`src/hw/rtl/qem_pkg.sv`:
```
// ----------------------------------------------------------------------------
// qem_pkg
// Shared types and constants of the quaternion exponential map core.
// ----------------------------------------------------------------------------
package qem_pkg;

	localparam logic [63:0] HALF_PI_Q60 = 64'h1921_FB54_442D_1847;
	localparam logic signed [31:0] Q30_ONE = 32'sh4000_0000;

	typedef struct packed {
		logic               zero;
		logic signed [31:0] rx;
		logic signed [31:0] ry;
		logic signed [31:0] rz;
	} item_t;

	typedef struct packed {
		item_t       itm;
		logic [31:0] theta;
	} norm_t;

	typedef struct packed {
		item_t              itm;
		logic [31:0]        theta;
		logic signed [31:0] sh;
		logic signed [31:0] ch;
	} trig_t;

endpackage

```
`src/hw/rtl/qem_front.sv`:
```
// ----------------------------------------------------------------------------
// qem_front
// Accepts rotation vectors, flags the zero vector and queues items for the back end.
// ----------------------------------------------------------------------------
module qem_front #(
	parameter int DEPTH = 2
) (
	input  logic               clk,
	input  logic               arst_n,
	input  logic               start,
	output logic               busy,
	input  logic signed [31:0] rot_x,
	input  logic signed [31:0] rot_y,
	input  logic signed [31:0] rot_z,
	output logic               out_valid,
	output qem_pkg::item_t     out_item
);

	localparam int PW = (DEPTH > 1) ? $clog2(DEPTH) : 1;
	localparam int CW = $clog2(DEPTH + 1);

	logic [PW-1:0]  wr_ptr_q;
	logic [PW-1:0]  rd_ptr_q;
	logic [CW-1:0]  count_q;
	qem_pkg::item_t mem_q [DEPTH];
	logic           push;
	logic           pop;

	assign busy      = (count_q == CW'(DEPTH));
	assign push      = start && !busy;
	assign pop       = (count_q != '0);
	assign out_valid = pop;
	assign out_item  = mem_q[rd_ptr_q];

	always_ff @(posedge clk) begin
		if (push) begin
			mem_q[wr_ptr_q].zero <= (rot_x == '0) && (rot_y == '0) && (rot_z == '0);
			mem_q[wr_ptr_q].rx   <= rot_x;
			mem_q[wr_ptr_q].ry   <= rot_y;
			mem_q[wr_ptr_q].rz   <= rot_z;
		end
	end

	always_ff @(posedge clk or negedge arst_n) begin
		if (!arst_n) begin
			wr_ptr_q <= '0;
			rd_ptr_q <= '0;
			count_q  <= '0;
		end else begin
			if (push) begin
				wr_ptr_q <= (wr_ptr_q == PW'(DEPTH - 1)) ? '0 : wr_ptr_q + 1'b1;
			end
			if (pop) begin
				rd_ptr_q <= (rd_ptr_q == PW'(DEPTH - 1)) ? '0 : rd_ptr_q + 1'b1;
			end
			case ({push, pop})
				2'b10:   count_q <= count_q + 1'b1;
				2'b01:   count_q <= count_q - 1'b1;
				default: count_q <= count_q;
			endcase
		end
	end

	a_never_full: assert property (@(posedge clk) disable iff (!arst_n) !busy)
		else $error("item queue filled up although the back end never stalls");
	a_push_shows: assert property (@(posedge clk) disable iff (!arst_n) push |=> out_valid)
		else $error("accepted item did not reach the back end");
	a_idle_quiet: assert property (@(posedge clk) disable iff (!arst_n)
		(count_q == '0) && !push |=> !out_valid)
		else $error("back end received an item from an empty queue");

endmodule

```
`config.mk`:
```
export PLATFORM = sky130hd
export DESIGN_NAME = qem_front
export DESIGN_NICKNAME = d
export VERILOG_FILES = /design/src/hw/rtl/qem_pkg.sv /design/src/hw/rtl/qem_front.sv
export SDC_FILE = /design/constraint.sdc
export NUM_CORES = 1
export LEC_CHECK = 0
export BUFFER_PORTS_ARGS = -buffer_cell sky130_fd_sc_hd__clkbuf_2
export CORE_UTILIZATION = 40
export CTS_CLUSTER_DIAMETER = 150
export DETAILED_ROUTE_END_ITERATION = 8
export PLACE_DENSITY_LB_ADDON = 0.15
export SETUP_SLACK_MARGIN = 0.05
export SLEW_MARGIN = 10
export SYNTH_ARGS = -nofsm -noshare
export SYNTH_HDL_FRONTEND = slang
export SYNTH_SLANG_ARGS = --single-unit
```
`constraint.sdc`:
```
create_clock -name clk -period 5.4 [get_ports clk]
set_input_delay 0.81 -clock clk [delete_from_list [all_inputs] [get_ports clk]]
set_output_delay 0.81 -clock clk [all_outputs]
set_load 0.02 [all_outputs]
```
### Word-level counts from Yosys, hierarchy flattened

Memory sizes are Yosys's and may differ from the RTL's.
Index checks and enable logic that the tools add are counted.

| word-level totals | value |
|---|---|
| bits in registers | 4 |
| RAM bits | 194 |
| bits of input ports | 99 |
| output and inout bits | 99 |
| logic and storage cells | 25 |
| memories kept | 1 |

Memories:

| name | words | width | read ports | clocked after memory_dff | write ports | line | text |
|---|---|---|---|---|---|---|---|
| mem_q | 2 | 97 | 1 | 0 | 1 | qem_front.sv:25 | `qem_pkg::item_t mem_q [DEPTH];` |

| operators by class | value |
|---|---|
| add/subtract/negate cells | 4 |
| eq/ne operators | 3 |
| muxes and demuxes | 5 |
| reduce and logical (&&, ||, !) cells | 9 |

Operators by type and width:

| kind | count |
|---|---|
| 32-bit logical NOT | 3 |
| 2-bit == test, second input constant | 2 |
| 1-bit 2-to-1 mux | 4 |
| 2-bit case mux with 2 select lines | 1 |
| 2-bit nonzero test | 2 |
| 1-bit logical AND | 3 |
| 1-bit adder, second input constant | 2 |
| 2-bit by 1-bit adder with 2-bit output, second input constant | 1 |
| 2-bit by 1-bit == test with 1-bit output, second input constant | 1 |
| 2-bit by 1-bit subtractor with 2-bit output, second input constant | 1 |
| 1-bit logical NOT | 1 |

### Depth between registers and ports, before layout

Gate-level depths: netlist (run 1).

| logic depth | value |
|---|---|
| depth in word-level cells | 5 |
| depth in mapped cells | 4 |

### Worst setup path before layout (run 1)

OpenSTA, ideal clock, no wires.

| timing path | value |
|---|---|
| kind | input to register |
| start point | input start |
| end point | memory mem_q[0][0] in the netlist's numbering, enable pin |
| data arrival time | 4.922 ns |
| slack | -0.075 ns |
| stages on the path | 2 |
| path buffers | 0 |
| path through | nand2_1 > nor2_1 |

| on the way | value |
|---|---|
| cells in the longest elaborated chain, start to end | 3 |

RTL lines:

| element | line | text |
|---|---|---|
| from (decl) | qem_front.sv:10 | `input logic start,` |
| 1-bit logical AND | qem_front.sv:30 | `assign push = start && !busy;` |
| 1-bit 2-to-1 mux | qem_front.sv:36 | `if (push) begin` |
| 1-bit 2-to-1 mux (implied by the code) | qem_front.sv:40 | `mem_q[wr_ptr_q].rz <= rot_z;` |
| to (decl) | qem_front.sv:25 |  |

No other way between the ends.

==> out/results.txt, run 1 <==
drt total wl = 14.8 mm
PwrDens = 531 mW/mm^2
P&R area growth vs syn = 25.4%
vias post-DR = 3,915
Detail Placement HPWL = 10.2 mm
Yosys warnings = 0
critical path's slowest cell = dfrtp_4
Die W = 137 um
placer congestion estimate = 0.767
Die Y-Extent = 137 um
latest clock arrival within the worst-skew pair = 0.42 ns
row count = 49
WL/cell = 18.6 um
Pre-Repair DR Iteration Count = 6
post-route cell area = 0.00920 sq mm
P_leak = 3.43 nW
Detail Route Antenna Nets = 0
CTS tree = yes
syn avg cell area = 21.1 sq um
clock root cell = clkbuf_16
R2R cell count = 5
Tcrit/Tclk final = 62.8%
post-CTS sizing = 0
Gate Count Post-Synth = 348
pre-CTS setup slack = 2.42 ns
clock skew = 0.00862 ns
area occupied by multi-input gates = 0.00137 sq mm
cts hold-fix bufs = 0
number of diodes = 0
worst path cell trace = buf_4, mux2_2, clkbuf_2
total power = 4.88 mW
overall routing resource usage = 15.8%
cts bufs inserted = 17
CP startpoint kind = flip-flop
final net count = 656
RR Startpoint = count_q[1]
H-tree level count = 4
Initial Utilization = 40.8%
global-route wire length before repair = 21.5 mm
Max clock buf depth = 2
clk slew on worst S/H paths = 0.07 ns
crit-path max FO = 74
Crit. End Element = output port
Tightest Pin Transition = 1.06 ns
total core area = 0.0180 sq mm
Data arrival, critical path = 2.58 ns
gr ovfl total = 0
DIE AREA = 0.0189 sq mm
DRT iter0 DRCs = 214
initial antenna violation count = 0
Post-Syn Area = 0.00734 sq mm
via-per-instance ratio = 4.90
Filler cells = 1,534
pin count of the biggest net entering global routing = 75
# DRC = 0
outcome = finished clean
register area share after synthesis = 80.8%
vias in the first global route = 3,851
synthesized flop and latch total = 198
VDD IR-drop max = 0.000270 V
worst min path class = primary input to async pin
post-CTS setup buffers = 0
Max Freq = 0.295 GHz
max-slew violations = 0
library cells used by synthesis = 19
Placed Area = 0.00861 sq mm
min cycle time layout = 3.39 ns
setup total negative slack = 0 ns
worst slew margin relative to its limit = 29.3%
Final Worst Setup Slack = 2.01 ns
final setup fails = 0
share of layout cells above drive strength 1 = 58.6%
reg2reg setup slack = 3.01 ns
area occupied by registers = 0.00593 sq mm
RSZ-0062 raised after global routing = false
clk sinks = 198
worst reg2reg path endpoint = mem_q[0][93]
Final Hold Fails = 0
Required @ worst endpoint = 4.59 ns
CP max stage delay = 1.11 ns
boundary pin count = 198
max-cap viol count = 0
PortBufs = 197
syn nets = 447
Crit Path Category = flip-flop to output port
-- metrics by stage --
step | util [%] | hold slack, ns | instances
2_1_floorplan | - | 0.459 | 348
3_3_place_gp | 47.9 | 0.486 | 767
3_5_place_dp | 47.9 | 0.488 | 767
4_1_cts | 51.2 | 0.158 | 799
5_1_grt | 51.2 | 0.160 | 799
6_report | 51.2 | 0.179 | 799
-- registers in the layout, summed over array words and instances (netlist names) --
name,flops
mem_q,194
wr_ptr_q,1
rd_ptr_q,1
count_q,2
-- layer usage --
metal | vias up | wire, um | track usage, %
li1 | 1838 | - | -
met2 | 124 | 7270 | 24.4
met1 | 1938 | 6190 | 20.0
met4 | 0 | 228 | 6.17
met5 | - | 0 | 0
met3 | 15 | 1160 | 6.22
-- how the worst max path moves through the flow --
stage	startpoint	endpoint	slack (ns)	cells past startpoint
detailed placement	rd_ptr_q	out_item[41]	2.42	3
global route	rd_ptr_q	out_item[41]	1.86	3
floorplan	start	mem_q[0][0]	1.56	2
global placement	rd_ptr_q	out_item[41]	2.49	3
finish	rd_ptr_q	out_item[41]	2.01	3
CTS	rd_ptr_q	out_item[41]	1.94	3
-- Yosys cell counts, drive strengths merged --
cell | instances | share of area [%]
and2 | 1 | 0.085
and3 | 1 | 0.085
buf | 5 | 0.34
clkbuf | 6 | 0.31
dfrtp | 4 | 1.4
edfxtp | 194 | 79
inv | 1 | 0.051
mux2 | 97 | 15
nand2 | 1 | 0.051
nand2b | 2 | 0.17
nand4 | 6 | 0.51
nor2 | 1 | 0.051
nor3 | 1 | 0.14
nor4 | 24 | 2.1
or2 | 1 | 0.085
or4 | 1 | 0.10
xnor2 | 1 | 0.12
xor2 | 1 | 0.12
-- placed cells by master, fill, tap and decap left out, drive strengths merged, types with 2 or more instances in the layout --
| cell | count |
|---|---|
| nand4 | 6 |
| edfxtp | 194 |
| nand2b | 2 |
| bufinv | 2 |
| inv | 6 |
| nor4 | 24 |
| clkinv | 6 |
| clkinvlp | 2 |
| clkbuf | 214 |
| buf | 4 |
| dfrtp | 4 |
| mux2 | 97 |
-- worst max-delay path: cells and delay by family, from the launching register on --
| kind | cells | cell delay (ns) |
|---|---|---|
| buf+inv | 2 | 0.62 |
| flops | 1 | 1.11 |
| mux | 1 | 0.39 |
-- cell type report --
class	instances	share of cell area (%)
tap	229	3.11
clock buffer	17	4.62
sequential	198	64.4
timing repair buffer	201	11.0
clock inverter	15	1.84
multi-input combinational	138	14.9
inverter	1	0.0408
-- power by group --
group          switching, mW  total, mW  internal, mW
Combinational          0.842       1.42         0.573
Sequential             0.177       2.21          2.03
Clock                  0.565       1.26         0.695
-- kinds of logic (layout without fill, tap and decap cells) --
kind of cell	count (synthesis)	count (layout)	share of synthesized area [%]
xor gates and xnor gates	2	2	0.239
buffers and inverters	12	234	0.699
DFF	198	198	80.8
muxes	97	97	14.9
and+or+nand+nor	39	39	3.41
Note: power is estimated with default switching activity, not from simulation.
==> run 2, diff against run 1 <==
clock period = 3.32 ns   (was 5.4 ns; I/O delays follow)
==> out/results.txt, run 2 (same netlist as run 1, synthesis figures left out) <==
clk slew on worst S/H paths = 0.07 ns (about the same)
CP startpoint kind = flip-flop
worst slew margin relative to its limit = 50.8% (+22 points)
max-slew violations = 0 (unchanged)
PwrDens = 864 mW/mm^2 (+63%)
DIE AREA = 0.0189 sq mm (unchanged)
Tightest Pin Transition = 0.737 ns (-0.323 ns)
Detail Route Antenna Nets = 0 (unchanged)
Data arrival, critical path = 2.14 ns (-0.44 ns)
gr ovfl total = 0 (unchanged)
vias in the first global route = 4,130 (+7.2%)
sequential fraction of design power = 43.7% (-1.5 points)
Detail Placement HPWL = 10.3 mm (+0.78%)
worst min path class = primary input to flip-flop
Comb power frac = 30.5% (+1.5 points)
switching part of the total = 31.8% (-0.61 points)
Tcrit/Tclk final = 79.4%
clk sinks = 198 (unchanged)
max-cap viol count = 0 (unchanged)
PortBufs = 197 (unchanged)
Final Core Density = 51.5% (+0.31 points)
WL/cell = 18.6 um (+0.33%)
drt total wl = 14.9 mm (+0.71%)
placer congestion estimate = 0.734 (-4.3%)
VDD IR-drop max = 0.000367 V (+36%)
share of layout cells above drive strength 1 = 58.5% (-0.13 points)
clock share of power = 25.8% (about the same)
Int Power = 5.46 mW (+65%)
DRT iter0 DRCs = 170 (-21%)
Switch Pwr = 2.55 mW (+61%)
Largest regs = mem_q x194, count_q x2
crit-path max FO = 46 (-38%)
total core area = 0.0180 sq mm (unchanged)
most common cell after layout, fill and taps aside = clkbuf_2
row count = 49 (unchanged)
outcome = finished clean
final setup fails = 0 (unchanged)
total power = 8.00 mW (+64%)
area occupied by multi-input gates = 0.00137 sq mm (unchanged)
Filler cells = 1,497 (-2.4%)
vias post-DR = 3,943 (+0.72%)
Initial Utilization = 40.8% (unchanged)
H-tree level count = 4 (unchanged)
number of diodes = 0 (unchanged)
Fin Hold WS = 0.286 ns (+0.107 ns)
boundary pin count = 198 (unchanged)
CTS tree = yes
clock root cell = clkbuf_16
overall routing resource usage = 16.3% (+0.44 points)
Crit. End Element = output port
reg2reg setup slack = 1.37 ns (-1.64 ns)
most frequent cells in the layout = clkbuf_2, edfxtp_1, mux2_2
critical path's slowest cell = dfrtp_4
Largest Register = mem_q
P_leak = 3.45 nW (+0.72%)
via-per-instance ratio = 4.92 (+0.34%)
CP max stage delay = 0.77 ns (-0.34 ns)
Max Freq = 0.379 GHz
P&R area growth vs syn = 26.2%
Die Y-Extent = 137 um (unchanged)
Pre-Repair DR Iteration Count = 4 (-2)
Required @ worst endpoint = 2.82 ns (-1.77 ns)
Max clock buf depth = 2 (unchanged)
Die W = 137 um (unchanged)
cts bufs inserted = 17 (unchanged)
pin count of the biggest net entering global routing = 53 (-29%)
post-CTS sizing = 0 (unchanged)
clock skew = 0.00946 ns (+0.000834 ns)
initial antenna violation count = 0 (unchanged)
min cycle time layout = 2.64 ns
area occupied by registers = 0.00593 sq mm (unchanged)
Largest register FFs = 194 (unchanged)
global-route wire length before repair = 22.3 mm (+3.5%)
latest clock arrival within the worst-skew pair = 0.42 ns (about the same)
setup total negative slack = 0 ns (unchanged)
Crit Path Category = flip-flop to output port
final net count = 659 (+0.46%)
RSZ-0062 raised after global routing = false
# DRC = 0 (unchanged)
Final Hold Fails = 0 (unchanged)
worst path cell trace = buf_12, mux2_2, clkbuf_2
==> run 2: cell types whose count changed in the layout (fill, tap and decap cells not counted) <==
| cell | previous run | this run |
|---|---|---|
| clkinv_4 | 4 | 2 |
| inv_8 | 3 | 0 |
| buf_12 | 0 | 2 |
| inv_6 | 2 | 4 |
| clkinv_2 | 0 | 1 |
| clkinv_1 | 2 | 3 |
| bufinv_16 | 2 | 3 |
| dlygate4sd3_1 | 0 | 1 |
==> run 2: worst paths after layout <==
kind,from,endpoint,cells past startpoint
worst min-delay path,rot_z[16],mem_q[0][16],1
min in group asynchronous,arst_n,count_q[1],2
worst max register to register,count_q[1],mem_q[1][68],3
worst max-delay path,rd_ptr_q,out_item[70],3
max in group asynchronous,arst_n,rd_ptr_q,2
worst min register to register,count_q[0],count_q[1],1
==> run 2: through the flow <==
step | setup WS (ns) | cells | instance area (sq um)
finish | 0.684 | 802 | 9260
global route | 0.577 | 802 | 9260
CTS | 0.633 | 802 | 9260
detailed placement | 1.01 | 769 | 8650
global placement | 1.09 | 769 | 8650
floorplan | 0.0599 | 348 | 7340
==> run 2: layout make-up <==
| class | instances | share of cell area (%) |
|---|---|---|
| Clock inverter | 15 | 1.88 |
| Multi-Input combinational cell | 138 | 14.8 |
| Tap cell | 229 | 3.10 |
| Inverter | 1 | 0.0405 |
| Timing Repair Buffer | 204 | 11.5 |
| Clock buffer | 17 | 4.60 |
| Sequential cell | 198 | 64.0 |
==> run 2: repair_timing <==
action                                 in CTS  in global routing
setup buffers                               0                  0
hold buffers                                1                  0
endpoints found under the hold margin       4                  0
==> run 2: power by group through the flow <==
stage	clock [mW]	combinational, mW	sequential [mW]
after floorplan	0	1.72	3.45
after global placement	0	2.48	3.54
after detailed placement	0	2.49	3.56
after CTS	2.13	2.51	3.51
after global routing	2.21	2.62	3.55
final	2.07	2.44	3.49
==> run 2: worst max-delay path: cells and delay by family (launching register included) <==
kind | cells | cell delay [ns]
flops | 1 | 0.77
buf+inv | 2 | 0.48
mux | 1 | 0.40
==> run 2: metal layers <==
metal,vias to the layer above,part of all wire (%),GRT usage [%]
li1,1844,-,-
met1,1956,40,18.8
met2,130,50,27.2
met3,13,8.8,6.84
met4,0,1.1,5.43
met5,-,0,0
==> run 3, diff against run 2 <==
clock period = 2.1 ns   (was 3.32 ns; I/O delays follow)
==> out/results.txt, run 3 (same netlist as run 1, synthesis figures left out) <==
Filler cells = 1,467 (-2.0%)
# DRC = 0 (unchanged)
CTS tree = yes
cts bufs inserted = 17 (unchanged)
total power = 13.5 mW (+69%)
global-route wire length before repair = 21.6 mm (-3.1%)
Largest register FFs = 194 (unchanged)
row count = 49 (unchanged)
Pre-Repair DR Iteration Count = 4 (unchanged)
H-tree level count = 4 (unchanged)
WHS Endpoint = mem_q[1][66]
final setup fails = 0 (unchanged)
clock root cell = clkbuf_16
Crit. End Element = output port
Tcrit/Tclk final = 97.6%
P_leak = 3.67 nW (+6.3%)
VDD IR-drop max = 0.000605 V (+65%)
worst min path class = primary input to flip-flop
most frequent cells in the layout = edfxtp_1, clkbuf_2, mux2_2
crit-path max FO = 7 (-85%)
WL/cell = 19.9 um (+6.7%)
clock skew = 0.00935 ns (-0.000108 ns)
Die Y-Extent = 137 um (unchanged)
CP startpoint kind = flip-flop
placer congestion estimate = 0.710 (-3.2%)
clk slew on worst S/H paths = 0.07 ns (about the same)
Placed Instances = 772 (+0.39%)
final net count = 674 (+2.3%)
outcome = finished clean
Die W = 137 um (unchanged)
overall routing resource usage = 15.8% (-0.46 points)
hold_sp = rot_x[2]
PwrDens = 1390 mW/mm^2 (+61%)
PortBufs = 197 (unchanged)
worst reg2reg path endpoint = mem_q[0][4]
Largest Register = mem_q
Final Worst Setup Slack = 0.0500 ns (-0.634 ns)
reg2reg setup slack = 0.45 ns (-0.92 ns)
boundary pin count = 198 (unchanged)
gr ovfl total = 0 (unchanged)
DRT iter0 DRCs = 154 (-9.4%)
min cycle time layout = 2.05 ns
vias in the first global route = 4,037 (-2.3%)
worst slew margin relative to its limit = 67.0% (+16 points)
Data arrival, critical path = 1.73 ns (-0.41 ns)
Max clock buf depth = 2 (unchanged)
pin count of the biggest net entering global routing = 58 (+9.4%)
initial antenna violation count = 1 (+1)
Final Hold Fails = 0 (unchanged)
Crit Path Category = flip-flop to output port
Max Freq = 0.488 GHz
post-route cell area = 0.00973 sq mm (+5.1%)
DIE AREA = 0.0189 sq mm (unchanged)
Required @ worst endpoint = 1.78 ns (-1.04 ns)
setup total negative slack = 0 ns (unchanged)
vias post-DR = 4,072 (+3.3%)
P&R area growth vs syn = 32.6%
max-cap viol count = 0 (unchanged)
RSZ-0062 raised after global routing = true
max-slew violations = 0 (unchanged)
clk sinks = 198 (unchanged)
Final Core Density = 54.1% (+2.6 points)
Fin Hold WS = 0.0939 ns (-0.192 ns)
Post-Layout Cell Count = 818 (+2.0%)
Initial Utilization = 40.8% (unchanged)
R2R cell count = 4 (+1)
Tightest Pin Transition = 0.491 ns (-0.247 ns)
Detail Route Antenna Nets = 0 (unchanged)
total core area = 0.0180 sq mm (unchanged)
most common cell after layout, fill and taps aside = edfxtp_1
via-per-instance ratio = 4.98 (+1.3%)
share of layout cells above drive strength 1 = 59.4% (+0.89 points)
RR Startpoint = count_q[0]
latest clock arrival within the worst-skew pair = 0.42 ns (about the same)
Largest regs = mem_q x194, count_q x2
drt total wl = 16.3 mm (+8.9%)
Detail Placement HPWL = 10.1 mm (-2.5%)
Worst Hold Path Cells = 1 (unchanged)
pre-CTS setup slack = -0.00223 ns (-1.01 ns)
Placed Area = 0.00872 sq mm (+0.87%)
==> run 3: changes by cell type in the layout (fill, tap and decap cells not counted), moves of 5 or more <==
| cell | delta |
|---|---|
| clkbuf_2 | -35 |
| clkbuf_4 | +12 |
| clkbuf_1 | +5 |
| clkbuf_16 | +5 |
| buf_6 | +23 |
| mux2_2 | -10 |
| mux2_4 | +10 |
==> run 3: power by group <==
group          switching, mW  internal (mW)  leakage [nW]
clock network           1.36           1.70         0.269
logic                   2.77           2.31          1.53
registers              0.169           5.22          1.87
total                   4.30           9.23          3.67
==> run 3: how the worst max path moves through the flow <==
stage | startpoint | cells past startpoint | endpoint
after floorplan | count_q[1] | 3 | mem_q[0][0]
after global placement | rot_y[0] | 5 | mem_q[1][96]
after detailed placement | rot_y[0] | 5 | mem_q[0][96]
after CTS | rd_ptr_q | 3 | out_item[32]
after global routing | rd_ptr_q | 4 | out_item[92]
final | rd_ptr_q | 4 | out_item[65]
==> run 3: area by class of cell <==
class                      count  area, sq um  area share [%]
antenna                        1         2.50          0.0257
clock buffer                  24          472            4.85
clock inverter                 8         78.8           0.810
inverter                       1         3.75          0.0386
multi-input combinational    138         1410            14.5
sequential                   198         5930            61.0
tap                          229          287            2.95
timing repair buffer         219         1540            15.8
==> run 3: timing repair <==
| item | 4_1_cts | 5_1_grt |
|---|---|---|
| hold buffers | 1 | 0 |
| endpoints found under the hold margin | 4 | 0 |
| buffers inserted | 0 | 3 |
| gates cloned | 0 | 9 |
| setup endpoints to repair | 57 | 64 |
| resized for setup | 24 | 76 |
==> run 3: per-layer routing <==
metal  share of wire, %  vias to the layer above  GRT usage [%]
met5                  0                        -              0
met4               0.96                        0           6.78
met3                7.7                       10           6.18
met2                 49                      139           25.0
met1                 43                     2044           19.2
li1                   -                     1879              -
==> run 3: worst max-delay path, stage by stage, from the launching register on <==
cell and delay [ns]:
dfrtp_4 0.46, buf_8 0.17, clkbuf_16 0.18, mux2_2 0.35, buf_6 0.14
